### src/ddsm_pkg.sv
`default_nettype none

package ddsm_pkg;

  localparam int CFG_ADDR_W = 3;
  localparam int CFG_DATA_W = 16;

  typedef enum logic [CFG_ADDR_W-1:0] {
    CFG_WHEEL_SPACING        = 3'd0,
    CFG_MIN_SPEED            = 3'd1,
    CFG_MAX_SPEED            = 3'd2,
    CFG_TURN_OFFSET_MOVING   = 3'd3,
    CFG_TURN_OFFSET_IN_PLACE = 3'd4,
    CFG_TURN_SCALE_MOVING    = 3'd5,
    CFG_TURN_SCALE_IN_PLACE  = 3'd6
  } cfg_idx_t;

  localparam logic OP_COMMAND  = 1'b0;
  localparam logic OP_ODOMETRY = 1'b1;

  // Commands from the controller to the datapath.
  typedef struct packed {
    logic accept;
    logic mul_en;
    logic mul_first;
    logic add_turn;
    logic sum_wheels;
    logic shape_wheels;
    logic lin_step;
    logic turn_step;
    logic load_out;
    logic last;
  } cmd_t;

  // Status from the datapath to the controller.
  typedef struct packed {
    logic op;
    logic boosting;
    logic targets_zero;
    logic lin_stall;
    logic turn_stall;
  } status_t;

endpackage

`default_nettype wire

### src/ddsm_chan_if.sv
`default_nettype none

interface ddsm_in_if;
  logic               valid;
  logic               ready;
  logic               operation;
  logic signed [15:0] linear_value;
  logic signed [15:0] angular_value;

  modport source (output valid, operation, linear_value, angular_value, input ready);
  modport sink (input valid, operation, linear_value, angular_value, output ready);
endinterface

interface ddsm_out_if;
  logic              valid;
  logic              ready;
  logic signed [7:0] left_code;
  logic signed [7:0] right_code;
  logic              last;

  modport source (output valid, left_code, right_code, last, input ready);
  modport sink (input valid, left_code, right_code, last, output ready);
endinterface

`default_nettype wire

### src/diff_drive_speed_mixer_stall_boost_top.sv
// Differential-drive speed mixer with stall boost.
//
// The in_chan channel carries one beat per item: operation 0 is a velocity
// command (linear, angular), operation 1 is an odometry report. The out_chan
// channel carries motor-code beats (left_code, right_code, last); last marks
// the final beat that an item causes. An item causes zero, one or two beats.
// Configuration is written via cfg_we / cfg_addr / cfg_wdata; the user must
// do so only while idle, which the block does not check; address 7 is ignored.
//
// Items are processed one at a time. A mixed command goes through decode, two
// passes through a single shared 26x17 multiplier with a rounding add between
// them, sum, shape and load into the result register, and the input reopens
// in the cycle after the load. A report that boosts loads its first beat after
// decode and one step, and a second beat, if any, after a second step. A
// command that is only saved, or a report that causes nothing, frees the input
// after decode. The block takes the next item while a beat waits in the output
// register and stalls only when a new beat finds it still full.
// Synchronous reset restores register defaults, zeroes speeds, targets and the
// saved command, and drops boost mode.

`default_nettype none

module diff_drive_speed_mixer_stall_boost_top import ddsm_pkg::*; (
  input  logic                  clk,
  input  logic                  rst,
  input  logic                  cfg_we,
  input  logic [CFG_ADDR_W-1:0] cfg_addr,
  input  logic [CFG_DATA_W-1:0] cfg_wdata,
  ddsm_in_if.sink               in_chan,
  ddsm_out_if.source            out_chan
);

  cmd_t              cmd;
  status_t           status;
  logic              out_valid;
  logic              in_ready;
  logic signed [7:0] left_code;
  logic signed [7:0] right_code;
  logic              last;

  // The controller sequences each item and owns both handshakes.
  ddsm_ctrl u_ctrl (
    .clk       (clk),
    .rst       (rst),
    .in_valid  (in_chan.valid),
    .in_ready  (in_ready),
    .out_valid (out_valid),
    .out_ready (out_chan.ready),
    .status    (status),
    .cmd       (cmd)
  );

  // The datapath holds configuration, wheel state, the shared multiplier
  // and the result register.
  ddsm_datapath u_datapath (
    .clk          (clk),
    .rst          (rst),
    .cfg_we       (cfg_we),
    .cfg_addr     (cfg_addr),
    .cfg_wdata    (cfg_wdata),
    .in_operation (in_chan.operation),
    .in_linear    (in_chan.linear_value),
    .in_angular   (in_chan.angular_value),
    .cmd          (cmd),
    .status       (status),
    .left_code    (left_code),
    .right_code   (right_code),
    .last         (last)
  );

  assign in_chan.ready       = in_ready;
  assign out_chan.valid      = out_valid;
  assign out_chan.left_code  = left_code;
  assign out_chan.right_code = right_code;
  assign out_chan.last       = last;

endmodule

`default_nettype wire

### src/ddsm_ctrl.sv
`default_nettype none

module ddsm_ctrl import ddsm_pkg::*; (
  input  logic    clk,
  input  logic    rst,
  input  logic    in_valid,
  output logic    in_ready,
  output logic    out_valid,
  input  logic    out_ready,
  input  status_t status,
  output cmd_t    cmd
);

  typedef enum logic [3:0] {
    IDLE,
    DECIDE,
    MUL_SCALE,
    ADD_TURN,
    MUL_SPACING,
    SUM_WHEELS,
    SHAPE_WHEELS,
    LIN_STEP,
    TURN_STEP,
    EMIT
  } state_t;

  state_t state;
  logic   more;
  logic   out_free;

  assign out_free = !out_valid || out_ready;
  assign in_ready = (state == IDLE);

  always_comb begin
    cmd              = '0;
    cmd.accept       = (state == IDLE) && in_valid;
    cmd.mul_en       = (state == MUL_SCALE) || (state == MUL_SPACING);
    cmd.mul_first    = (state == MUL_SCALE);
    cmd.add_turn     = (state == ADD_TURN);
    cmd.sum_wheels   = (state == SUM_WHEELS);
    cmd.shape_wheels = (state == SHAPE_WHEELS);
    cmd.lin_step     = (state == LIN_STEP);
    cmd.turn_step    = (state == TURN_STEP);
    cmd.load_out     = (state == EMIT) && out_free;
    cmd.last         = !more;
  end

  always_ff @(posedge clk) begin
    if (rst) begin
      state     <= IDLE;
      more      <= 1'b0;
      out_valid <= 1'b0;
    end else begin
      if (cmd.load_out) begin
        out_valid <= 1'b1;
      end else if (out_ready) begin
        out_valid <= 1'b0;
      end
      case (state)
        IDLE: begin
          if (in_valid) begin
            state <= DECIDE;
          end
        end
        DECIDE: begin
          more <= (status.op != OP_COMMAND) && !status.targets_zero
                  && status.lin_stall && status.turn_stall;
          if (status.op == OP_COMMAND) begin
            state <= status.boosting ? IDLE : MUL_SCALE;
          end else if (status.targets_zero) begin
            state <= IDLE;
          end else if (status.lin_stall) begin
            state <= LIN_STEP;
          end else if (status.turn_stall) begin
            state <= TURN_STEP;
          end else if (status.boosting) begin
            state <= MUL_SCALE;
          end else begin
            state <= IDLE;
          end
        end
        MUL_SCALE:    state <= ADD_TURN;
        ADD_TURN:     state <= MUL_SPACING;
        MUL_SPACING:  state <= SUM_WHEELS;
        SUM_WHEELS:   state <= SHAPE_WHEELS;
        SHAPE_WHEELS: state <= EMIT;
        LIN_STEP:     state <= EMIT;
        TURN_STEP:    state <= EMIT;
        EMIT: begin
          if (out_free) begin
            more  <= 1'b0;
            state <= more ? TURN_STEP : IDLE;
          end
        end
        default: state <= IDLE;
      endcase
    end
  end

endmodule

`default_nettype wire

### src/ddsm_datapath.sv
`default_nettype none

module ddsm_datapath import ddsm_pkg::*; (
  input  logic                  clk,
  input  logic                  rst,
  input  logic                  cfg_we,
  input  logic [CFG_ADDR_W-1:0] cfg_addr,
  input  logic [CFG_DATA_W-1:0] cfg_wdata,
  input  logic                  in_operation,
  input  logic signed [15:0]    in_linear,
  input  logic signed [15:0]    in_angular,
  input  cmd_t                  cmd,
  output status_t               status,
  output logic signed [7:0]     left_code,
  output logic signed [7:0]     right_code,
  output logic                  last
);

  // Configuration registers.
  logic [15:0]        wheel_spacing;
  logic [15:0]        min_speed;
  logic signed [15:0] max_speed;
  logic signed [15:0] turn_offset_moving;
  logic signed [15:0] turn_offset_in_place;
  logic [15:0]        turn_scale_moving;
  logic [15:0]        turn_scale_in_place;

  // Block state.
  logic signed [15:0] left_speed;
  logic signed [15:0] right_speed;
  logic signed [15:0] left_target;
  logic signed [15:0] right_target;
  logic               boosting;
  logic signed [15:0] saved_linear;
  logic signed [15:0] saved_angular;

  // Latched item flags.
  logic op;
  logic lin_zero;
  logic ang_zero;

  // Working registers.
  logic signed [42:0] prod;
  logic signed [25:0] turn_adj;
  logic signed [39:0] right_wide;
  logic signed [39:0] left_wide;

  logic signed [25:0] mul_a;
  logic signed [16:0] mul_b;
  logic signed [42:0] prod_r8;
  logic signed [42:0] prod_r9;
  logic signed [15:0] offset_sel;
  logic signed [25:0] offset_term;
  logic signed [39:0] lin_wide;
  logic signed [16:0] lt17;
  logic signed [16:0] rt17;
  logic signed [16:0] left_mag;
  logic signed [16:0] right_mag;

  function automatic logic signed [15:0] cap16(input logic signed [15:0] v,
                                               input logic signed [15:0] cap);
    return (v < cap) ? v : cap;
  endfunction

  // Move a speed one step away from zero, then cap it.
  function automatic logic signed [15:0] step_up(input logic signed [15:0] v,
                                                 input logic signed [15:0] cap);
    logic signed [16:0] t;
    logic signed [16:0] cap_w;
    t     = 17'(v);
    cap_w = 17'(cap);
    if (v > 16'sd0) begin
      t = t + 17'sd256;
    end else if (v < 16'sd0) begin
      t = t - 17'sd256;
    end
    if (t > cap_w) begin
      t = cap_w;
    end
    if (t < -17'sd32768) begin
      t = -17'sd32768;
    end
    return t[15:0];
  endfunction

  // Cap above, push a nonzero value up to the minimum magnitude, saturate.
  function automatic logic signed [15:0] shape_wheel(input logic signed [39:0] x,
                                                     input logic signed [15:0] cap,
                                                     input logic [15:0] floor_mag);
    logic signed [39:0] c;
    logic signed [39:0] mag;
    logic signed [39:0] res;
    c = (x < 40'(cap)) ? x : 40'(cap);
    mag = c[39] ? -c : c;
    if (mag < $signed({24'd0, floor_mag})) begin
      mag = $signed({24'd0, floor_mag});
    end
    res = c[39] ? -mag : mag;
    if (c == 40'sd0) begin
      res = 40'sd0;
    end
    if (res > 40'sd32767) begin
      res = 40'sd32767;
    end else if (res < -40'sd32768) begin
      res = -40'sd32768;
    end
    return res[15:0];
  endfunction

  // 28.125*v + 10*sgn(v), rounded half away from zero, saturated to a byte.
  function automatic logic signed [7:0] motor_code(input logic signed [15:0] x);
    logic signed [24:0] t;
    logic signed [24:0] r;
    t = 25'(x) * 25'sd225;
    if (x > 16'sd0) begin
      t = t + 25'sd20480;
    end else if (x < 16'sd0) begin
      t = t - 25'sd20480;
    end
    r = (t + 25'sd1024 - (t[24] ? 25'sd1 : 25'sd0)) >>> 11;
    if (r > 25'sd127) begin
      r = 25'sd127;
    end else if (r < -25'sd128) begin
      r = -25'sd128;
    end
    return r[7:0];
  endfunction

  // Shared multiplier operands: turn gain first, wheel spacing second.
  always_comb begin
    if (cmd.mul_first) begin
      mul_a = 26'(saved_angular);
      mul_b = $signed({1'b0,
        (saved_linear == 16'sd0) ? turn_scale_in_place : turn_scale_moving});
    end else begin
      mul_a = turn_adj;
      mul_b = $signed({1'b0, wheel_spacing});
    end
  end

  // Rounded shifts, half away from zero.
  assign prod_r8 = (prod + 43'sd128 - (prod[42] ? 43'sd1 : 43'sd0)) >>> 8;
  assign prod_r9 = (prod + 43'sd256 - (prod[42] ? 43'sd1 : 43'sd0)) >>> 9;

  always_comb begin
    offset_sel = (saved_linear == 16'sd0) ? turn_offset_in_place : turn_offset_moving;
    if (saved_angular > 16'sd0) begin
      offset_term = 26'(offset_sel);
    end else if (saved_angular < 16'sd0) begin
      offset_term = -26'(offset_sel);
    end else begin
      offset_term = 26'sd0;
    end
  end

  assign lin_wide = 40'(saved_linear);

  assign lt17      = 17'(left_target);
  assign rt17      = 17'(right_target);
  assign left_mag  = lt17[16] ? -lt17 : lt17;
  assign right_mag = rt17[16] ? -rt17 : rt17;

  always_comb begin
    status              = '0;
    status.op           = op;
    status.boosting     = boosting;
    status.targets_zero = (left_target == 16'sd0) && (right_target == 16'sd0);
    status.lin_stall    = lin_zero && (lt17 != -rt17)
                          && (left_target != 16'sd0) && (right_target != 16'sd0);
    status.turn_stall   = ang_zero && (left_target != right_target);
  end

  // Configuration registers.
  always_ff @(posedge clk) begin
    if (rst) begin
      wheel_spacing        <= 16'd65;
      min_speed            <= 16'd640;
      max_speed            <= 16'sd768;
      turn_offset_moving   <= 16'sd0;
      turn_offset_in_place <= 16'sd0;
      turn_scale_moving    <= 16'd256;
      turn_scale_in_place  <= 16'd256;
    end else if (cfg_we) begin
      case (cfg_idx_t'(cfg_addr))
        CFG_WHEEL_SPACING:        wheel_spacing        <= cfg_wdata;
        CFG_MIN_SPEED:            min_speed            <= cfg_wdata;
        CFG_MAX_SPEED:            max_speed            <= $signed(cfg_wdata);
        CFG_TURN_OFFSET_MOVING:   turn_offset_moving   <= $signed(cfg_wdata);
        CFG_TURN_OFFSET_IN_PLACE: turn_offset_in_place <= $signed(cfg_wdata);
        CFG_TURN_SCALE_MOVING:    turn_scale_moving    <= cfg_wdata;
        CFG_TURN_SCALE_IN_PLACE:  turn_scale_in_place  <= cfg_wdata;
        default: ;
      endcase
    end
  end

  // Speed, target and command state.
  always_ff @(posedge clk) begin
    if (rst) begin
      left_speed    <= 16'sd0;
      right_speed   <= 16'sd0;
      left_target   <= 16'sd0;
      right_target  <= 16'sd0;
      boosting      <= 1'b0;
      saved_linear  <= 16'sd0;
      saved_angular <= 16'sd0;
    end else begin
      if (cmd.accept && (in_operation == OP_COMMAND)) begin
        saved_linear  <= in_linear;
        saved_angular <= in_angular;
      end
      if (cmd.shape_wheels) begin
        left_speed   <= shape_wheel(left_wide, max_speed, min_speed);
        right_speed  <= shape_wheel(right_wide, max_speed, min_speed);
        left_target  <= shape_wheel(left_wide, max_speed, min_speed);
        right_target <= shape_wheel(right_wide, max_speed, min_speed);
        boosting     <= 1'b0;
      end
      if (cmd.lin_step) begin
        left_speed  <= step_up(left_speed, max_speed);
        right_speed <= step_up(right_speed, max_speed);
        boosting    <= 1'b1;
      end
      if (cmd.turn_step) begin
        if (left_mag > right_mag) begin
          left_speed  <= step_up(left_speed, max_speed);
          right_speed <= cap16(right_speed, max_speed);
        end else begin
          left_speed  <= cap16(left_speed, max_speed);
          right_speed <= step_up(right_speed, max_speed);
        end
        boosting <= 1'b1;
      end
    end
  end

  // Item flags, arithmetic pipeline and result payload.
  always_ff @(posedge clk) begin
    if (cmd.accept) begin
      op       <= in_operation;
      lin_zero <= (in_linear == 16'sd0);
      ang_zero <= (in_angular == 16'sd0);
    end
    if (cmd.mul_en) begin
      prod <= mul_a * mul_b;
    end
    if (cmd.add_turn) begin
      turn_adj <= prod_r8[25:0] + offset_term;
    end
    if (cmd.sum_wheels) begin
      right_wide <= lin_wide + prod_r9[39:0];
      left_wide  <= (lin_wide <<< 1) - (lin_wide + prod_r9[39:0]);
    end
    if (cmd.load_out) begin
      left_code  <= motor_code(left_speed);
      right_code <= motor_code(right_speed);
      last       <= cmd.last;
    end
  end

endmodule

`default_nettype wire

### src/flat_wrapper.sv
// flat-port wrapper written by rule: the top's interface ports become plain ports
module diff_drive_speed_mixer_stall_boost_top_flat import ddsm_pkg::*;
  (clk, rst, cfg_we, cfg_addr, cfg_wdata, in_chan_valid, in_chan_operation, in_chan_linear_value, in_chan_angular_value, in_chan_ready, out_chan_valid, out_chan_left_code, out_chan_right_code, out_chan_last, out_chan_ready);
  ddsm_in_if in_chan_i ();
  ddsm_out_if out_chan_i ();
  input  logic clk;
  input  logic rst;
  input  logic cfg_we;
  input  logic [CFG_ADDR_W-1:0] cfg_addr;
  input  logic [CFG_DATA_W-1:0] cfg_wdata;
  input wire logic [$bits(in_chan_i.valid)-1:0] in_chan_valid;
  input wire logic [$bits(in_chan_i.operation)-1:0] in_chan_operation;
  input wire logic [$bits(in_chan_i.linear_value)-1:0] in_chan_linear_value;
  input wire logic [$bits(in_chan_i.angular_value)-1:0] in_chan_angular_value;
  output wire logic [$bits(in_chan_i.ready)-1:0] in_chan_ready;
  output wire logic [$bits(out_chan_i.valid)-1:0] out_chan_valid;
  output wire logic [$bits(out_chan_i.left_code)-1:0] out_chan_left_code;
  output wire logic [$bits(out_chan_i.right_code)-1:0] out_chan_right_code;
  output wire logic [$bits(out_chan_i.last)-1:0] out_chan_last;
  input wire logic [$bits(out_chan_i.ready)-1:0] out_chan_ready;
  assign in_chan_i.valid = in_chan_valid;
  assign in_chan_i.operation = in_chan_operation;
  assign in_chan_i.linear_value = in_chan_linear_value;
  assign in_chan_i.angular_value = in_chan_angular_value;
  assign in_chan_ready = in_chan_i.ready;
  assign out_chan_valid = out_chan_i.valid;
  assign out_chan_left_code = out_chan_i.left_code;
  assign out_chan_right_code = out_chan_i.right_code;
  assign out_chan_last = out_chan_i.last;
  assign out_chan_i.ready = out_chan_ready;
  diff_drive_speed_mixer_stall_boost_top u_core (.clk(clk), .rst(rst), .cfg_we(cfg_we), .cfg_addr(cfg_addr), .cfg_wdata(cfg_wdata), .in_chan(in_chan_i), .out_chan(out_chan_i));
endmodule
### config.mk
export PLATFORM = sky130hd
export DESIGN_NAME = diff_drive_speed_mixer_stall_boost_top_flat
export DESIGN_NICKNAME = d
export VERILOG_FILES = /design/src/ddsm_pkg.sv /design/src/ddsm_chan_if.sv /design/src/diff_drive_speed_mixer_stall_boost_top.sv /design/src/ddsm_ctrl.sv /design/src/ddsm_datapath.sv /design/src/flat_wrapper.sv
export SDC_FILE = /design/constraint.sdc
export NUM_CORES = 2
export LEC_CHECK = 0
export BUFFER_PORTS_ARGS = -buffer_cell sky130_fd_sc_hd__buf_2
export CORE_ASPECT_RATIO = 0.75
export CORE_MARGIN = 2
export CORE_UTILIZATION = 60
export CTS_CLUSTER_SIZE = 12
export DETAILED_ROUTE_END_ITERATION = 16
export HOLD_SLACK_MARGIN = 0.15
export PLACE_DENSITY = 0.76
export SLEW_MARGIN = 5
export SYNTH_ARGS = -nofsm -noshare
export SYNTH_HDL_FRONTEND = slang
export SYNTH_HIERARCHICAL = 1
export SYNTH_SLANG_ARGS = --single-unit
### constraint.sdc
create_clock -name clk -period 37.2 [get_ports clk]
set_clock_uncertainty 0.2 [all_clocks]
set_input_delay 3.72 -clock clk [delete_from_list [all_inputs] [get_ports clk]]
set_output_delay 3.72 -clock clk [all_outputs]
set_load 0.02 [all_outputs]
==> flow_summary_export.csv <==
group,metric,value,unit
run_status,status,"finished, final reports clean",
synthesis,avgSynthCellArea,7.98,um2
synthesis,synthArstFlopShare,0,%
power,p_leak,26.2,nW
clocking,clock_path_buffers,3,
cells_and_area,multi_input_comb_area,43300,um2
global_routing,grt_use_total,38.0,%
clocking,cts_resized,0,
cells_and_area,final_cells,8280,
cells_and_area,final_cell_mix,"nand2_1 (900), inv_1 (842), ha_1 (599)",
die,pin_count,76,
timing,finalCritPeriodShare,34.7,%
timing,hold_violations,0,
routing,routedWlPerCell,22.5,um
global_routing,grt_max_degree,90,
placement,dpl.cell_count,8201,
worst_setup_path,crit_type,"flip-flop to flip-flop",
global_routing,grt_pass1_vias,49432,
cells_and_area,syn_to_final_growth,5.26,%
cells_and_area,final_common_cell,"nand2_1",
routing,via_per_inst,6.38,
synthesis,synth_compound_area_share,18.5,%
routing,drt_iter0_markers,6494,
synthesis,synthDistinctLibCells,117,
clocking,clk_latency,0.62,ns
routing,drcViolationCount,0,
die,die_h,270,um
routing,drt_pass1_iterations,7,
worst_hold_path,holdPathStages,2,
synthesis,ys.flop_type,"dfxtp_1",
run,drv_cap,0,
clocking,htreeDepth,2,
die,dieArea,96700,um2
cells_and_area,regArea,9080,um2
synthesis,netlist_instances,7079,
synthesis,synth_top_family_by_area,"adder cells",
synthesis,ys_ff_latch,374,
timing,worstMarginPinSlew,1.33,ns
clocking,clock_sinks,374,
placement,port_buffers,75,
worst_setup_path,endpoint_kind,"flip-flop",
placement,dp_slack,24.65,ns
routing,vias,52855,
worst_hold_path,hold_path_class,"flip-flop to flip-flop",
power,power,4.54,mW
placement,dp_hpwl,149,mm
synthesis,synthAdderAreaFrac,29.6,%
timing,period_minus_slack,12.90,ns
synthesis,synth_top_area_share,16.4,%
placement,gp_congestion,1.02,
synthesis,synth-xor-area-share,6.63,%
die,die_x,358,um
worst_setup_path,critPathMaxStageDelay,1.04,ns
timing,final_max_slew_viol_count,0,
worst_setup_path,critical_path_arrival,13.15,ns
timing,tns,0,ns
global_routing,grt_pass1_wl,287,mm
clocking,cts_tree,"done",
worst_setup_path,cp_data_required_time,37.45,ns
clocking,numCtsBuffers,42,
cells_and_area,drive_gt1_share,5.38,%
synthesis,yosys.area_share.simple,19.4,%
power,ir_drop,0.167,mV
worst_setup_path,crit_path_max_fanout,53,
cells_and_area,fillers,8188,
synthesis,synth_area_leaders,"fa_1 (16%), ha_1 (13%), edfxtp_1 (8.4%)",
routing,ant_nets,0,
clocking,holdBufCountCts,0,
synthesis,synthMuxAreaShare,2.23,%
synthesis,netlist_area,56500,um2
clocking,ctsRootBufferMaster,"clkbuf_16",
routing,routed_wl,187,mm
clocking,postCtsSetupBuffers,0,
synthesis,yosysTopAreaCell,"fa_1",
timing,final.setup.worst_slack,24.30,ns
clocking,clkTransAtPathRegs,0.07,ns
global_routing,antenna_found_initial,11,
global_routing,grt_overflow,0,
worst_setup_path,worst_r2r_path_depth,42,
worst_setup_path,cp-start-kind,"flip-flop",
synthesis,yosysSeqAreaShare,16.1,%
timing,slew_headroom,10.9,%
timing,fmax,77.5,MHz
worst_setup_path,slowest_stage,"nor2b_2",
timing,setup_viol,0,
synthesis,synth_edf_count,159,
die,fp-row-count,97,
timing,rsz0062_at_grt,"false",
synthesis,synth_warnings,6,
cells_and_area,nNetsFinal,8126,
die,start_util,60.6,%
power,power_density,76.3,nW/um2
die,core_area,93300,um2
-- final timing paths --
path / startpoint / to / slack, ns
setup / recovery: u_core/u_datapath/max_speed[12] / u_core/u_datapath/right_speed[0] / 24.30
hold / removal: u_core/u_datapath/turn_scale_moving[4] / u_core/u_datapath/turn_scale_moving[4] / 0.26
hold reg to reg: u_core/u_datapath/turn_scale_moving[4] / u_core/u_datapath/turn_scale_moving[4] / 0.26
setup reg to reg: u_core/u_datapath/max_speed[12] / u_core/u_datapath/right_speed[0] / 24.30
-- layer usage --
| layer | wire (um) | GRT usage, % | vias to the layer above |
|---|---|---|---|
| met5 | 62 | 0 | - |
| li1 | - | - | 24186 |
| met2 | 71900 | 50.7 | 2932 |
| met3 | 24300 | 9.81 | 374 |
| met1 | 84000 | 59.2 | 25353 |
| met4 | 6360 | 10.9 | 10 |
-- where the power goes --
group,switching [mW],internal (mW)
registers,0.0468,0.639
logic,2.11,1.32
clock network,0.192,0.227
-- critical path: cells and delay by family (launching register included) --
kind / cells / cell delay (ns)
simple gates: 20 / 6.00
buf+inv: 4 / 1.26
xor+xnor: 1 / 0.41
flops: 1 / 0.83
compound gates: 13 / 2.64
fa+ha+maj: 4 / 1.36
-- registers in the layout, indices dropped and copies added, names as in the netlist, 26 cells and up --
register / count
u_core/u_datapath/left_wide: 35
u_core/u_datapath/prod: 43
u_core/u_datapath/right_wide: 35
u_core/u_datapath/turn_adj: 26
-- logic make-up after synthesis --
logic type                 Yosys count
AOI/OAI and AO/OA                 1611
xor gates and xnor gates           428
adders and majority gates         1061
buffers and inverters             1125
DFF                                374
muxes                              123
other                                1
and+or+nand+nor                   2356
-- per-stage QoR --
stage | util [%] | hold WS, ns | instance area, um2
CTS | 63.7 | 0.255 | 59500
floorplan | - | 0.236 | 56500
global route | 63.7 | 0.278 | 59500
finish | 63.7 | 0.256 | 59500
global placement | 62.3 | 0.242 | 58100
detailed placement | 62.3 | 0.246 | 58100
-- synthesized netlist by cell type, types with 13 or more instances --
cell type and number:
a221oi_1 13, and3_1 46, a31oi_1 94, nor3_1 163
o31ai_1 30, nand4_1 72, a211oi_1 61, nor3b_1 13
o21ai_0 293, and4_1 13, xor2_1 150, nand3_1 113
nor2_1 598, a211o_1 18, nor2b_1 71, mux2_2 16
o22ai_1 22, a21o_1 115, edfxtp_1 159, a21oi_1 531
o211ai_1 51, inv_1 843, mux2i_1 101, a41oi_1 19
xnor2_1 278, o21a_1 70, and2_1 39, or2_2 33
buf_2 19, nor4_1 63, or3_1 60, or4_1 31
nand2b_1 72, dfxtp_1 215, a211oi_2 18, o21bai_1 35
a21boi_0 30, clkbuf_1 223, fa_1 462, o41ai_1 18
buf_1 28, o221ai_1 19, nand2_1 900, ha_1 599
-- layout make-up --
class                      count  area share [%]
antenna                        2         0.00841
clock buffer                  61            2.01
clock inverter                16           0.259
inverter                     845            5.33
multi-input combinational   5582            72.8
sequential                   374            15.3
tap                         1237            2.60
timing repair buffer         163            1.75
(Power assumes the default switching activity.)
